--- src/design/agpt_pkg.sv ---
// ----------------------------------------------------------------------------
// agpt_pkg
// Types and fixed constants of the alpha-gain position tracker.
// ----------------------------------------------------------------------------
`default_nettype none

package agpt_pkg;

  localparam int MEAS_W    = 16;
  localparam int CFG_W     = 16;
  localparam int CFG_IDX_W = 2;
  localparam int VAR_W     = 24;
  localparam int DEN_W     = VAR_W + 1;
  localparam int GAIN_W    = 17;

  // configuration register indexes
  localparam logic [CFG_IDX_W-1:0] CFG_PROCESS_NOISE = 2'd0;
  localparam logic [CFG_IDX_W-1:0] CFG_MEAS_NOISE    = 2'd1;
  localparam logic [CFG_IDX_W-1:0] CFG_VEL_GAIN      = 2'd2;

  localparam logic [CFG_W-1:0]  PROCESS_NOISE_RST = 16'd1024;
  localparam logic [CFG_W-1:0]  MEAS_NOISE_RST    = 16'd6400;
  localparam logic [CFG_W-1:0]  VEL_GAIN_RST      = 16'd19661;

  localparam logic [VAR_W-1:0]  VAR_RST   = 24'd256;
  localparam logic [VAR_W-1:0]  VAR_MAX   = 24'hFFFFFF;
  localparam logic [GAIN_W-1:0] GAIN_ONE  = 17'h10000;

  typedef struct packed {
    logic                     detected;
    logic signed [MEAS_W-1:0] meas_x;
    logic signed [MEAS_W-1:0] meas_y;
  } in_word_t;

  typedef struct packed {
    logic signed [MEAS_W-1:0] est_x;
    logic signed [MEAS_W-1:0] est_y;
    logic                     track_valid;
  } out_word_t;

  // divider result back to the sequencer
  typedef struct packed {
    logic              done;
    logic [GAIN_W-1:0] quo;
  } div_res_t;

endpackage

`default_nettype wire

--- src/design/agpt_div.sv ---
// ----------------------------------------------------------------------------
// agpt_div
// Serial restoring divider for the gain: quo = floor(num * 2^16 / den),
// one quotient bit per cycle, zero when den is zero.
// ----------------------------------------------------------------------------
`default_nettype none

module agpt_div
  import agpt_pkg::*;
(
  input  wire logic             clk,
  input  wire logic             rst_n,
  input  wire logic             start,
  input  wire logic [VAR_W-1:0] num,
  input  wire logic [DEN_W-1:0] den,
  output div_res_t              res
);

  localparam int CNT_W = $clog2(GAIN_W + 1);

  logic [DEN_W-1:0]  rem_r;
  logic [DEN_W-1:0]  den_r;
  logic [GAIN_W-1:0] quo_r;
  logic [CNT_W-1:0]  cnt_r;
  logic              busy_r;
  logic              done_r;
  logic              lsb_r;

  logic [DEN_W:0]    shifted;
  logic              fits;

  // the only nonzero dividend bit below the top is num[0]; the rest are zero
  assign shifted = {rem_r, (cnt_r == CNT_W'(GAIN_W)) ? lsb_r : 1'b0};
  assign fits    = (shifted >= {1'b0, den_r});

  always_ff @(posedge clk) begin
    if (!rst_n) begin
      busy_r <= 1'b0;
      done_r <= 1'b0;
      cnt_r  <= '0;
      quo_r  <= '0;
    end else begin
      done_r <= 1'b0;
      if (start) begin
        quo_r <= '0;
        if (den == '0) begin
          done_r <= 1'b1;
        end else begin
          rem_r  <= DEN_W'(num >> 1);
          den_r  <= den;
          lsb_r  <= num[0];
          cnt_r  <= CNT_W'(GAIN_W);
          busy_r <= 1'b1;
        end
      end else if (busy_r) begin
        rem_r <= fits ? DEN_W'(shifted - {1'b0, den_r}) : DEN_W'(shifted);
        quo_r <= {quo_r[GAIN_W-2:0], fits};
        cnt_r <= cnt_r - 1'b1;
        if (cnt_r == CNT_W'(1)) begin
          busy_r <= 1'b0;
          done_r <= 1'b1;
        end
      end
    end
  end

  assign res.done = done_r;
  assign res.quo  = quo_r;

endmodule

`default_nettype wire

--- src/design/alpha_gain_position_tracker.sv ---
// Frames are taken one at a time: in_stall is high from an accepted word until
// its result enters the output register. A frame with no correction (no
// detection, or the seeding detection) skips the divider; a correcting frame runs
// the 17-step serial gain divider once and the shared multiplier thrice per axis.
// Reset: synchronous on rst_n low; control and configuration registers return
// to their defaults, the track is unseeded with zero position and step and variance 256.
// ----------------------------------------------------------------------------
// alpha_gain_position_tracker
// Per-frame predict/correct position tracker with one scalar gain per axis,
// sequenced over a shared multiplier and a serial divider.
// ----------------------------------------------------------------------------
`default_nettype none

module alpha_gain_position_tracker
  import agpt_pkg::*;
#(
  parameter int POS_FRAC_BITS = 12
) (
  input  wire logic                 clk,
  input  wire logic                 rst_n,
  input  wire logic                 cfg_we,
  input  wire logic [CFG_IDX_W-1:0] cfg_index,
  input  wire logic [CFG_W-1:0]     cfg_data,
  input  wire logic                 in_valid,
  output logic                      in_stall,
  input  wire in_word_t             in_data,
  output logic                      out_valid,
  input  wire logic                 out_stall,
  output out_word_t                 out_data
);

  localparam int POS_W  = POS_FRAC_BITS + 12;
  localparam int STEP_W = POS_FRAC_BITS + 9;
  localparam int CW     = POS_W + 2;
  localparam int MB_W   = CW;
  localparam int PW     = VAR_W + 1 + MB_W;
  localparam int SH     = POS_FRAC_BITS - 4;
  localparam int RND    = (SH > 0) ? (1 << (SH - 1)) : 0;

  localparam logic [3:0] ST_IDLE = 4'd0;
  localparam logic [3:0] ST_PRED = 4'd1;
  localparam logic [3:0] ST_DIV  = 4'd2;
  localparam logic [3:0] ST_WAIT = 4'd3;
  localparam logic [3:0] ST_MUL1 = 4'd4;
  localparam logic [3:0] ST_CORR = 4'd5;
  localparam logic [3:0] ST_MUL2 = 4'd6;
  localparam logic [3:0] ST_STEP = 4'd7;
  localparam logic [3:0] ST_MUL3 = 4'd8;
  localparam logic [3:0] ST_VAR  = 4'd9;
  localparam logic [3:0] ST_OUT  = 4'd10;

  function automatic logic signed [POS_W-1:0] sat_pos(input logic signed [CW:0] v);
    logic signed [POS_W-1:0] r;
    if ((&v[CW:POS_W-1]) || !(|v[CW:POS_W-1])) begin
      r = v[POS_W-1:0];
    end else begin
      r = v[CW] ? {1'b1, {(POS_W-1){1'b0}}} : {1'b0, {(POS_W-1){1'b1}}};
    end
    return r;
  endfunction

  function automatic logic signed [STEP_W-1:0] sat_step(input logic signed [CW:0] v);
    logic signed [STEP_W-1:0] r;
    if ((&v[CW:STEP_W-1]) || !(|v[CW:STEP_W-1])) begin
      r = v[STEP_W-1:0];
    end else begin
      r = v[CW] ? {1'b1, {(STEP_W-1){1'b0}}} : {1'b0, {(STEP_W-1){1'b1}}};
    end
    return r;
  endfunction

  // round half up, drop 16 fraction bits
  function automatic logic signed [CW-1:0] round16(input logic signed [PW-1:0] p);
    logic signed [PW-1:0] t;
    t = p + PW'(32768);
    return CW'(t >>> 16);
  endfunction

  // position to port format: round half up, saturate to 16 bits
  function automatic logic signed [MEAS_W-1:0] to_port(input logic signed [POS_W-1:0] p);
    logic signed [POS_W:0] t;
    logic signed [POS_W:0] s;
    logic signed [MEAS_W-1:0] r;
    t = (POS_W+1)'(p) + (POS_W+1)'(RND);
    s = t >>> SH;
    if ((&s[POS_W:MEAS_W-1]) || !(|s[POS_W:MEAS_W-1])) begin
      r = s[MEAS_W-1:0];
    end else begin
      r = s[POS_W] ? {1'b1, {(MEAS_W-1){1'b0}}} : {1'b0, {(MEAS_W-1){1'b1}}};
    end
    return r;
  endfunction

  logic [CFG_W-1:0] pn_r, mn_r, vg_r;

  logic [3:0]                state_r, state_nxt;
  logic                      ax_r;
  logic                      det_r;
  logic                      seeded_r;
  logic signed [MEAS_W-1:0]  meas_r [2];
  logic signed [POS_W-1:0]   pos_r  [2];
  logic signed [STEP_W-1:0]  step_r [2];
  logic [VAR_W-1:0]          var_r  [2];
  logic signed [POS_W:0]     resid_r;
  logic signed [CW-1:0]      corr_r;
  logic signed [PW-1:0]      prod_r;
  logic                      out_valid_r;
  out_word_t                 out_data_r;

  logic signed [POS_W-1:0]   pred_pos [2];
  logic [VAR_W-1:0]          pred_var [2];
  logic signed [POS_W-1:0]   seed_pos [2];
  logic [DEN_W-1:0]          var_sum  [2];

  logic signed [POS_W-1:0]   pos_sel;
  logic signed [STEP_W-1:0]  step_sel;
  logic [VAR_W-1:0]          var_sel;
  logic signed [POS_W-1:0]   seed_sel;
  logic [GAIN_W-1:0]         k_inv;
  logic [VAR_W-1:0]          ma;
  logic signed [VAR_W:0]     ma_s;
  logic signed [MB_W-1:0]    mb;
  logic signed [PW-1:0]      prod;

  logic                      div_start;
  logic [DEN_W-1:0]          div_den;
  div_res_t                  div_res;
  logic                      in_take;
  logic                      out_free;

  // --------------------------------------------------------------------------
  // configuration
  // --------------------------------------------------------------------------
  always_ff @(posedge clk) begin
    if (!rst_n) begin
      pn_r <= PROCESS_NOISE_RST;
      mn_r <= MEAS_NOISE_RST;
      vg_r <= VEL_GAIN_RST;
    end else if (cfg_we) begin
      case (cfg_index)
        CFG_PROCESS_NOISE: pn_r <= cfg_data;
        CFG_MEAS_NOISE:    mn_r <= cfg_data;
        CFG_VEL_GAIN:      vg_r <= cfg_data;
        default: ;
      endcase
    end
  end

  // --------------------------------------------------------------------------
  // per-axis predict and seed values
  // --------------------------------------------------------------------------
  always_comb begin
    for (int i = 0; i < 2; i++) begin
      pred_pos[i] = sat_pos((CW+1)'(pos_r[i]) + (CW+1)'(step_r[i]));
      var_sum[i]  = {1'b0, var_r[i]} + DEN_W'(pn_r);
      pred_var[i] = var_sum[i][VAR_W] ? VAR_MAX : var_sum[i][VAR_W-1:0];
      seed_pos[i] = POS_W'(meas_r[i]) <<< SH;
    end
  end

  assign pos_sel  = pos_r[ax_r];
  assign step_sel = step_r[ax_r];
  assign var_sel  = var_r[ax_r];
  assign seed_sel = seed_pos[ax_r];
  assign k_inv    = GAIN_ONE - div_res.quo;

  // --------------------------------------------------------------------------
  // shared multiplier
  // --------------------------------------------------------------------------
  always_comb begin
    ma = '0;
    mb = '0;
    case (state_r)
      ST_MUL1: begin
        ma = VAR_W'(div_res.quo);
        mb = MB_W'(resid_r);
      end
      ST_MUL2: begin
        ma = VAR_W'(vg_r);
        mb = corr_r;
      end
      ST_MUL3: begin
        ma = var_sel;
        mb = MB_W'($signed({1'b0, k_inv}));
      end
      default: ;
    endcase
  end

  assign ma_s = {1'b0, ma};
  assign prod = ma_s * mb;

  // --------------------------------------------------------------------------
  // gain divider
  // --------------------------------------------------------------------------
  assign div_start = (state_r == ST_DIV);
  assign div_den   = {1'b0, var_sel} + DEN_W'(mn_r);

  agpt_div u_div (
    .clk   (clk),
    .rst_n (rst_n),
    .start (div_start),
    .num   (var_sel),
    .den   (div_den),
    .res   (div_res)
  );

  // --------------------------------------------------------------------------
  // sequencer
  // --------------------------------------------------------------------------
  assign in_stall = (state_r != ST_IDLE);
  assign in_take  = in_valid && !in_stall;
  assign out_free = !out_valid_r || !out_stall;

  always_comb begin
    state_nxt = state_r;
    case (state_r)
      ST_IDLE: if (in_take) state_nxt = ST_PRED;
      ST_PRED: state_nxt = (det_r && seeded_r) ? ST_DIV : ST_OUT;
      ST_DIV:  state_nxt = ST_WAIT;
      ST_WAIT: if (div_res.done) state_nxt = ST_MUL1;
      ST_MUL1: state_nxt = ST_CORR;
      ST_CORR: state_nxt = ST_MUL2;
      ST_MUL2: state_nxt = ST_STEP;
      ST_STEP: state_nxt = ST_MUL3;
      ST_MUL3: state_nxt = ST_VAR;
      ST_VAR:  state_nxt = ax_r ? ST_OUT : ST_DIV;
      ST_OUT:  if (out_free) state_nxt = ST_IDLE;
      default: state_nxt = ST_IDLE;
    endcase
  end

  always_ff @(posedge clk) begin
    if (!rst_n) begin
      state_r  <= ST_IDLE;
      ax_r     <= 1'b0;
      seeded_r <= 1'b0;
      for (int i = 0; i < 2; i++) begin
        pos_r[i]  <= '0;
        step_r[i] <= '0;
        var_r[i]  <= VAR_RST;
      end
    end else begin
      state_r <= state_nxt;
      case (state_r)
        ST_PRED: begin
          ax_r <= 1'b0;
          for (int i = 0; i < 2; i++) begin
            var_r[i] <= pred_var[i];
            if (det_r && !seeded_r) begin
              pos_r[i]  <= seed_pos[i];
              step_r[i] <= '0;
            end else begin
              pos_r[i] <= pred_pos[i];
            end
          end
          if (det_r) seeded_r <= 1'b1;
        end
        ST_MUL2: pos_r[ax_r]  <= sat_pos((CW+1)'(pos_sel) + (CW+1)'(corr_r));
        ST_STEP: step_r[ax_r] <= sat_step((CW+1)'(step_sel) + (CW+1)'(round16(prod_r)));
        ST_VAR: begin
          var_r[ax_r] <= prod_r[VAR_W+15:16];
          ax_r        <= 1'b1;
        end
        default: ;
      endcase
    end
  end

  // datapath words without reset
  always_ff @(posedge clk) begin
    if (in_take) begin
      det_r     <= in_data.detected;
      meas_r[0] <= in_data.meas_x;
      meas_r[1] <= in_data.meas_y;
    end
    if (state_r == ST_DIV) begin
      resid_r <= (POS_W+1)'(seed_sel) - (POS_W+1)'(pos_sel);
    end
    if (state_r == ST_CORR) begin
      corr_r <= round16(prod_r);
    end
    if (state_r == ST_MUL1 || state_r == ST_MUL2 || state_r == ST_MUL3) begin
      prod_r <= prod;
    end
  end

  // --------------------------------------------------------------------------
  // result register
  // --------------------------------------------------------------------------
  always_ff @(posedge clk) begin
    if (!rst_n) begin
      out_valid_r <= 1'b0;
    end else if (state_r == ST_OUT && out_free) begin
      out_valid_r <= 1'b1;
    end else if (!out_stall) begin
      out_valid_r <= 1'b0;
    end
  end

  always_ff @(posedge clk) begin
    if (state_r == ST_OUT && out_free) begin
      out_data_r.est_x       <= to_port(pos_r[0]);
      out_data_r.est_y       <= to_port(pos_r[1]);
      out_data_r.track_valid <= seeded_r;
    end
  end

  assign out_valid = out_valid_r;
  assign out_data  = out_data_r;

endmodule

`default_nettype wire

--- config.mk ---
export PLATFORM = sky130hd
export DESIGN_NAME = alpha_gain_position_tracker
export DESIGN_NICKNAME = d
export VERILOG_FILES = /design/src/design/agpt_pkg.sv /design/src/design/agpt_div.sv /design/src/design/alpha_gain_position_tracker.sv
export SDC_FILE = /design/constraint.sdc
export NUM_CORES = 2
export LEC_CHECK = 0
export BUFFER_PORTS_ARGS = -buffer_cell sky130_fd_sc_hd__buf_2
export CAP_MARGIN = 20
export CORE_MARGIN = 2
export CORE_UTILIZATION = 31
export CTS_CLUSTER_DIAMETER = 200
export CTS_CLUSTER_SIZE = 28
export DETAILED_ROUTE_END_ITERATION = 10
export GPL_TIMING_DRIVEN = 0
export RECOVER_POWER = 25
export SLEW_MARGIN = 0
export SYNTH_ARGS = -nofsm -noshare
export SYNTH_HDL_FRONTEND = slang
export SYNTH_SLANG_ARGS = --single-unit
--- constraint.sdc ---
create_clock -name clk -period 10.3 [get_ports clk]
set_input_delay 1.03 -clock clk [delete_from_list [all_inputs] [get_ports clk]]
set_output_delay 1.03 -clock clk [all_outputs]
set_load 0.01 [all_outputs]
# After elaboration in Yosys (flattened, before gate mapping)
# Memory sizes are Yosys's and may differ from the RTL's. A register that Yosys moved wholly into a read port is not among the register bits.
# Cells that the tools add are included.
[word_totals] inputBits=56 mem_bits_rw=170 output_inout_bits=35 n_memories=4 regBits=257
[classes] n_lt_le_gt_ge=2 n_mul=1 n_addsub=14 reduce_logical=53 mux=94 n_eq_ne=19 bitwise_logic=11
[memory_table] memory="pos_r" depth=2 width=24 read_ports=3 rd_ports_with_merged_regs=1 write_ports=2 line="alpha_gain_position_tracker.sv:101" text="logic signed [POS_W-1:0] pos_r [2];"
[memory_table] memory="var_r" depth=2 width=24 read_ports=3 rd_ports_with_merged_regs=1 write_ports=2 line="alpha_gain_position_tracker.sv:103" text="logic [VAR_W-1:0] var_r [2];"
[memory_table] memory="step_r" depth=2 width=21 read_ports=3 rd_ports_with_merged_regs=1 write_ports=2 line="alpha_gain_position_tracker.sv:102" text="logic signed [STEP_W-1:0] step_r [2];"
[memory_table] memory="meas_r" depth=2 width=16 read_ports=2 rd_ports_with_merged_regs=0 write_ports=2 line="alpha_gain_position_tracker.sv:100" text="logic signed [MEAS_W-1:0] meas_r [2];"
[op_table] cell="$mux 24" n=21
[op_table] cell="$mux 21" n=7
[op_table] cell="$mux 25" n=4
[op_table] cell="$pmux 26 s3" n=1
[op_table] cell="$add 24x16->25" n=3
[op_table] cell="$pmux 24 s3" n=1
[op_table] cell="$mux 16" n=4
[op_table] cell="$add 24x21->25" n=2
[op_table] cell="$add 24x9->25 const B" n=2
[op_table] cell="$reduce_or 24->1" n=2
[op_table] cell="$mux 1" n=46
[op_table] cell="$pmux 4 s11" n=1
[op_table] cell="$add 42x17->42 const B" n=1
[op_table] cell="$mul 25x26->42" n=1
[op_table] cell="$add 21x26->27" n=1
[op_table] cell="$add 24x26->27" n=1
[op_table] cell="$ge 26x25->1" n=1
[op_table] cell="$logic_not 25->1" n=1
[op_table] cell="$sub 24x24->25" n=1
[op_table] cell="$sub 25x25->25" n=1
[op_table] cell="$reduce_or 21->1" n=1
[op_table] cell="$mux 4" n=5
[op_table] cell="$sub 17x17->17 const A" n=1
[op_table] cell="$eq 4x3->1 const B" n=4
[op_table] cell="30 further kinds" n=81

# Logic depth before layout (Yosys ltp)
[logic_depth] word_depth=9 mapped_depth=36 depth_no_buf=34

# Hierarchy
# A second synthesis with hierarchy kept.
[unflattened] hier_cells=5263 area_unflattened_um2=47784.6
[by_module_without_submodules] module="alpha_gain_position_tracker" seq_area_each_um2=9589.2 cells_each=4787 instances=1 area_each_um2=43292.8
[by_module_without_submodules] module="agpt_div" seq_area_each_um2=2011.9 cells_each=476 instances=1 area_each_um2=4491.8

# Worst setup path after synthesis
# Ideal clock, no wire load.
[synth_path] path_type="flip-flop to flip-flop" startpoint="register with a tool-made name" endpoint="register prod_r[40] (data pin)" period_less_slack_ns=8.687 required_time_ns=10.042 setup_slack_ns=1.613 n_path_buf=5 path_stages_with_launch=33 setup_time_ns=0.258 t_arrival_ns=8.429 cell_sequence="dfxtp_1 -> buf_2 -> buf_1 -> buf_1 -> buf_1 -> mux2_2 -> nand2_1 -> and3_1 -> clkbuf_1 -> nor2_1 -> fa_1 -> fa_1 -> inv_1 -> fa_1 -> inv_1 -> fa_1 -> fa_1 -> fa_1 -> inv_1 -> fa_1 -> inv_1 -> ha_1 -> a21o_1 -> a21o_1 -> a21oi_1 -> nor2b_1 -> o21ai_0 -> nand2b_1 -> a21o_1 -> a21oi_1 -> o31ai_4 -> a21oi_1 -> xnor2_1"
[synth_lines] element="end signal, assigned" line="alpha_gain_position_tracker.sv:284" text="prod_r <= prod;"
[synth_lines] element="end, declared" line="alpha_gain_position_tracker.sv:106" text="logic signed [PW-1:0] prod_r;"

==> metrics.txt <==
PD cells=~170 nW/um2; Worst path slowest cell=fa_1; initial antenna violation count=3; DR vias/cell=5.28; CP Capture Type=flip-flop; placeable core region=~150000 um2; Worst Skew=0.0404 ns; setup ws final=~0.33 ns; status=finished with violations; post-synth cell types=83; layout cells sized above 1=4.41%; final setup violating endpoints=0; RSZ-0062 raised after global routing=no; R2R setup slack=between 0.3 and 0.4 ns; Layout area overhead=8.48%; CP arrival=slightly above 10 ns; clock latency on the worst-skew pair=~0.60 ns; Post-synth top flop=edfxtp_1; GR Overflow Total=0; Async SR Flop Fraction=0%; Synth top area share=24.0%; Chip Height=between 300 and 400 um; worst slew pin tran=2.71 ns; final period utilization=between 90 and 100%; maximum vdd ir drop=0.107 mV; vias=roughly 40000; Routed WL=169000 um; final core utilization=around a third; post-CTS setup buffer count=0; Avg Cell Area, Syn=8.98 um2; register area share after synthesis=24.5%; yosys warns=0; R2R depth=31; Worst R2R End=prod_r[40]$_DFFE_PP_; post-layout minimum cycle time=about 10 ns; CTS-repair resized insts=20; Die W=between 300 and 400 um; Post-DRT Antenna Nets=0; total power=just under 0.009 W; post-detail-place hpwl=between 100000 and 150000 um; 1st-pass router iterations=6; Post-Syn Instances=5265; most numerous cell on the critical path=fa_1; Post-CTS Hold Fix Bufs=0; synth cell count leaders=784 x nand2_1, 780 x inv_1, 566 x fa_1; hold path depth=2; wire per inst=between 20 and 25 um; TritonCTS Buffers=19; Final Hold Viols=0; clock root cell=clkbuf_16; synth top area cells=fa_1 24%, edfxtp_1 21%, ha_1 8.4%; DRC=0; I/O pin count=91; first-pass GRT wire length=approximately 250000 um; CTS tree=done; H-tree levels=1; Total GRT Usage=a little over a fifth; Row Count=between 100 and 150; #FFs+latches synth=around 410; GPL Wtd Cong=about 1; port bufs=90; # nets final=approximately 6400; Clock transition at path regs=around 0.11 ns; Tightest Hold Check Type=reg -> reg; pre-CTS setup slack=-0.869 ns; post-synth top area cell=fa_1; Die Area=roughly 160000 um2; cell with the most instances after synthesis=nand2_1; hold path startpoint=mn_r[4]$_SDFFE_PN0P_; Synth Cell Area=between 40000 and 50000 um2; WP buf/inv=8; DRT iter0 DRCs=around 4400; Max-slew headroom=-81.0%; max-slew violations=74; Initial Utilization=31.2%; required time of the critical path=around 11 ns; number of fill cells=15900; pin count of the biggest net entering global routing=33; crit-path max FO=19; vias in the first global route=just under 40000; WHS Endpoint=mn_r[4]$_SDFFE_PN0P_; leakage=between 20 and 25 nW; Max-Cap Viols=3; critical path class=reg -> reg; violated checks=capacitance limit, slew limit; Clock Sink Count=slightly above 400; critical path's largest stage delay=a little under 0.7 ns; CTS Buffer Depth=3; cell family with the largest share of critical-path delay=adder cells; number of flops mapped to enable cells by yosys=about 330; Achievable Freq=between 0.1 and 0.15 GHz; crit path launch type=flip-flop
-- registers in the layout, indices dropped and copies added (netlist names), 4 cells and up, named ones only --
signal       cells
pos_r           48
var_r           48
step_r          42
out_data        33
meas_r          32
prod_r          27
corr_r          26
resid_r         25
u_div.den_r     25
u_div.rem_r     25
u_div.quo_r     17
mn_r            16
pn_r            16
vg_r            16
u_div.cnt_r      5
state_r          4
-- routing by layer --
| layer | global-route usage (%) | up-vias | share of wire, % |
|---|---|---|---|
| met5 | 0 | - | 0.0041 |
| met4 | 8.18 | 2 | 4.8 |
| met3 | 4.18 | 303 | 9.6 |
| met2 | 32.6 | 1850 | 43 |
| met1 | 29.6 | 19600 | 43 |
| li1 | - | 17600 | - |
-- placed cells by master, fill, tap and decap left out, types with 78 or more instances in the layout --
master / netlist / routed
a21o_1: 90 / 90
nand2_1: 784 / 783
a21oi_1: 263 / 262
ha_1: 318 / 318
clkbuf_1: 178 / 195
nor2_1: 483 / 481
nand3_1: 110 / 110
inv_1: 780 / 780
fa_1: 566 / 566
xor2_1: 78 / 78
o21ai_0: 164 / 161
edfxtp_1: 333 / 333
dfxtp_1: 80 / 80
xnor2_1: 190 / 190
-- stage by stage --
stage	cell area (um2)	TNS [ns]	std cells	hold slack, ns
after detailed placement	50800	-11.56	7431	0.458
final	51300	0	7456	0.473
after floorplan	47400	0	5291	0.436
after CTS	51300	0	7457	0.473
after global routing	51300	0	7454	0.499
after global placement	50400	-12.30	7411	0.449
-- worst max path at each step --
| stage | startpoint | end | slack, ns | cells after the start |
|---|---|---|---|---|
| after CTS | state_r[3]$_SDFFE_PN0P_ | prod_r[35]$_DFFE_PP_ | 0.03 | 31 |
| after floorplan | flip-flop | prod_r[40]$_DFFE_PP_ | 1.61 | 32 |
| after global routing | state_r[0]$_SDFFE_PN0P_ | prod_r[36]$_DFFE_PP_ | 0.02 | 31 |
| final | flip-flop | prod_r[40]$_DFFE_PP_ | 0.33 | 31 |
| after global placement | flip-flop | prod_r[27]$_DFFE_PP_ | -0.87 | 31 |
| after detailed placement | flip-flop | prod_r[27]$_DFFE_PP_ | -0.87 | 31 |
-- kinds of logic after synthesis --
kind of cell / count (synthesis) / synth area share (%)
AO/OA/AOI/OAI: 889 / 12.1
XOR/XNOR: 268 / 4.96
other: 2 / 0.0159
flip-flops: 413 / 24.5
adder cells (fa/ha/maj): 887 / 32.4
AND/OR/NAND/NOR: 1709 / 15.6
buffers and inverters: 981 / 7.79
multiplexers: 116 / 2.61
-- power breakdown --
part / switching [W] / internal (W)
Sequential: 0.000461 / 0.00239
Combinational: 0.00326 / 0.00181
Clock: 0.000584 / 0.000354
-- worst reg2reg max path, delay by kind of cell, from the launching register on --
kind            cells  cell delay [ns]
simple gates        5             0.87
mux                 1             0.50
flops               1             0.38
xor+xnor            1             0.11
buf+inv             8             2.17
fa+ha+maj           8             4.19
compound gates      8             1.50
-- final cells by class --
cell class	count	area, um2	area share [%]
multi-input cells	3897	32200	62.8
flip-flops and latches	413	11600	22.6
inverters	781	2930	5.71
well taps	2030	2540	4.95
plain buffers	195	778	1.52
repair buffers	111	676	1.32
clock buffers	25	498	0.970
clock inverters	2	46.3	0.0902
diodes	2	5.00	0.00975
Note: power is estimated with default switching activity, not from simulation.
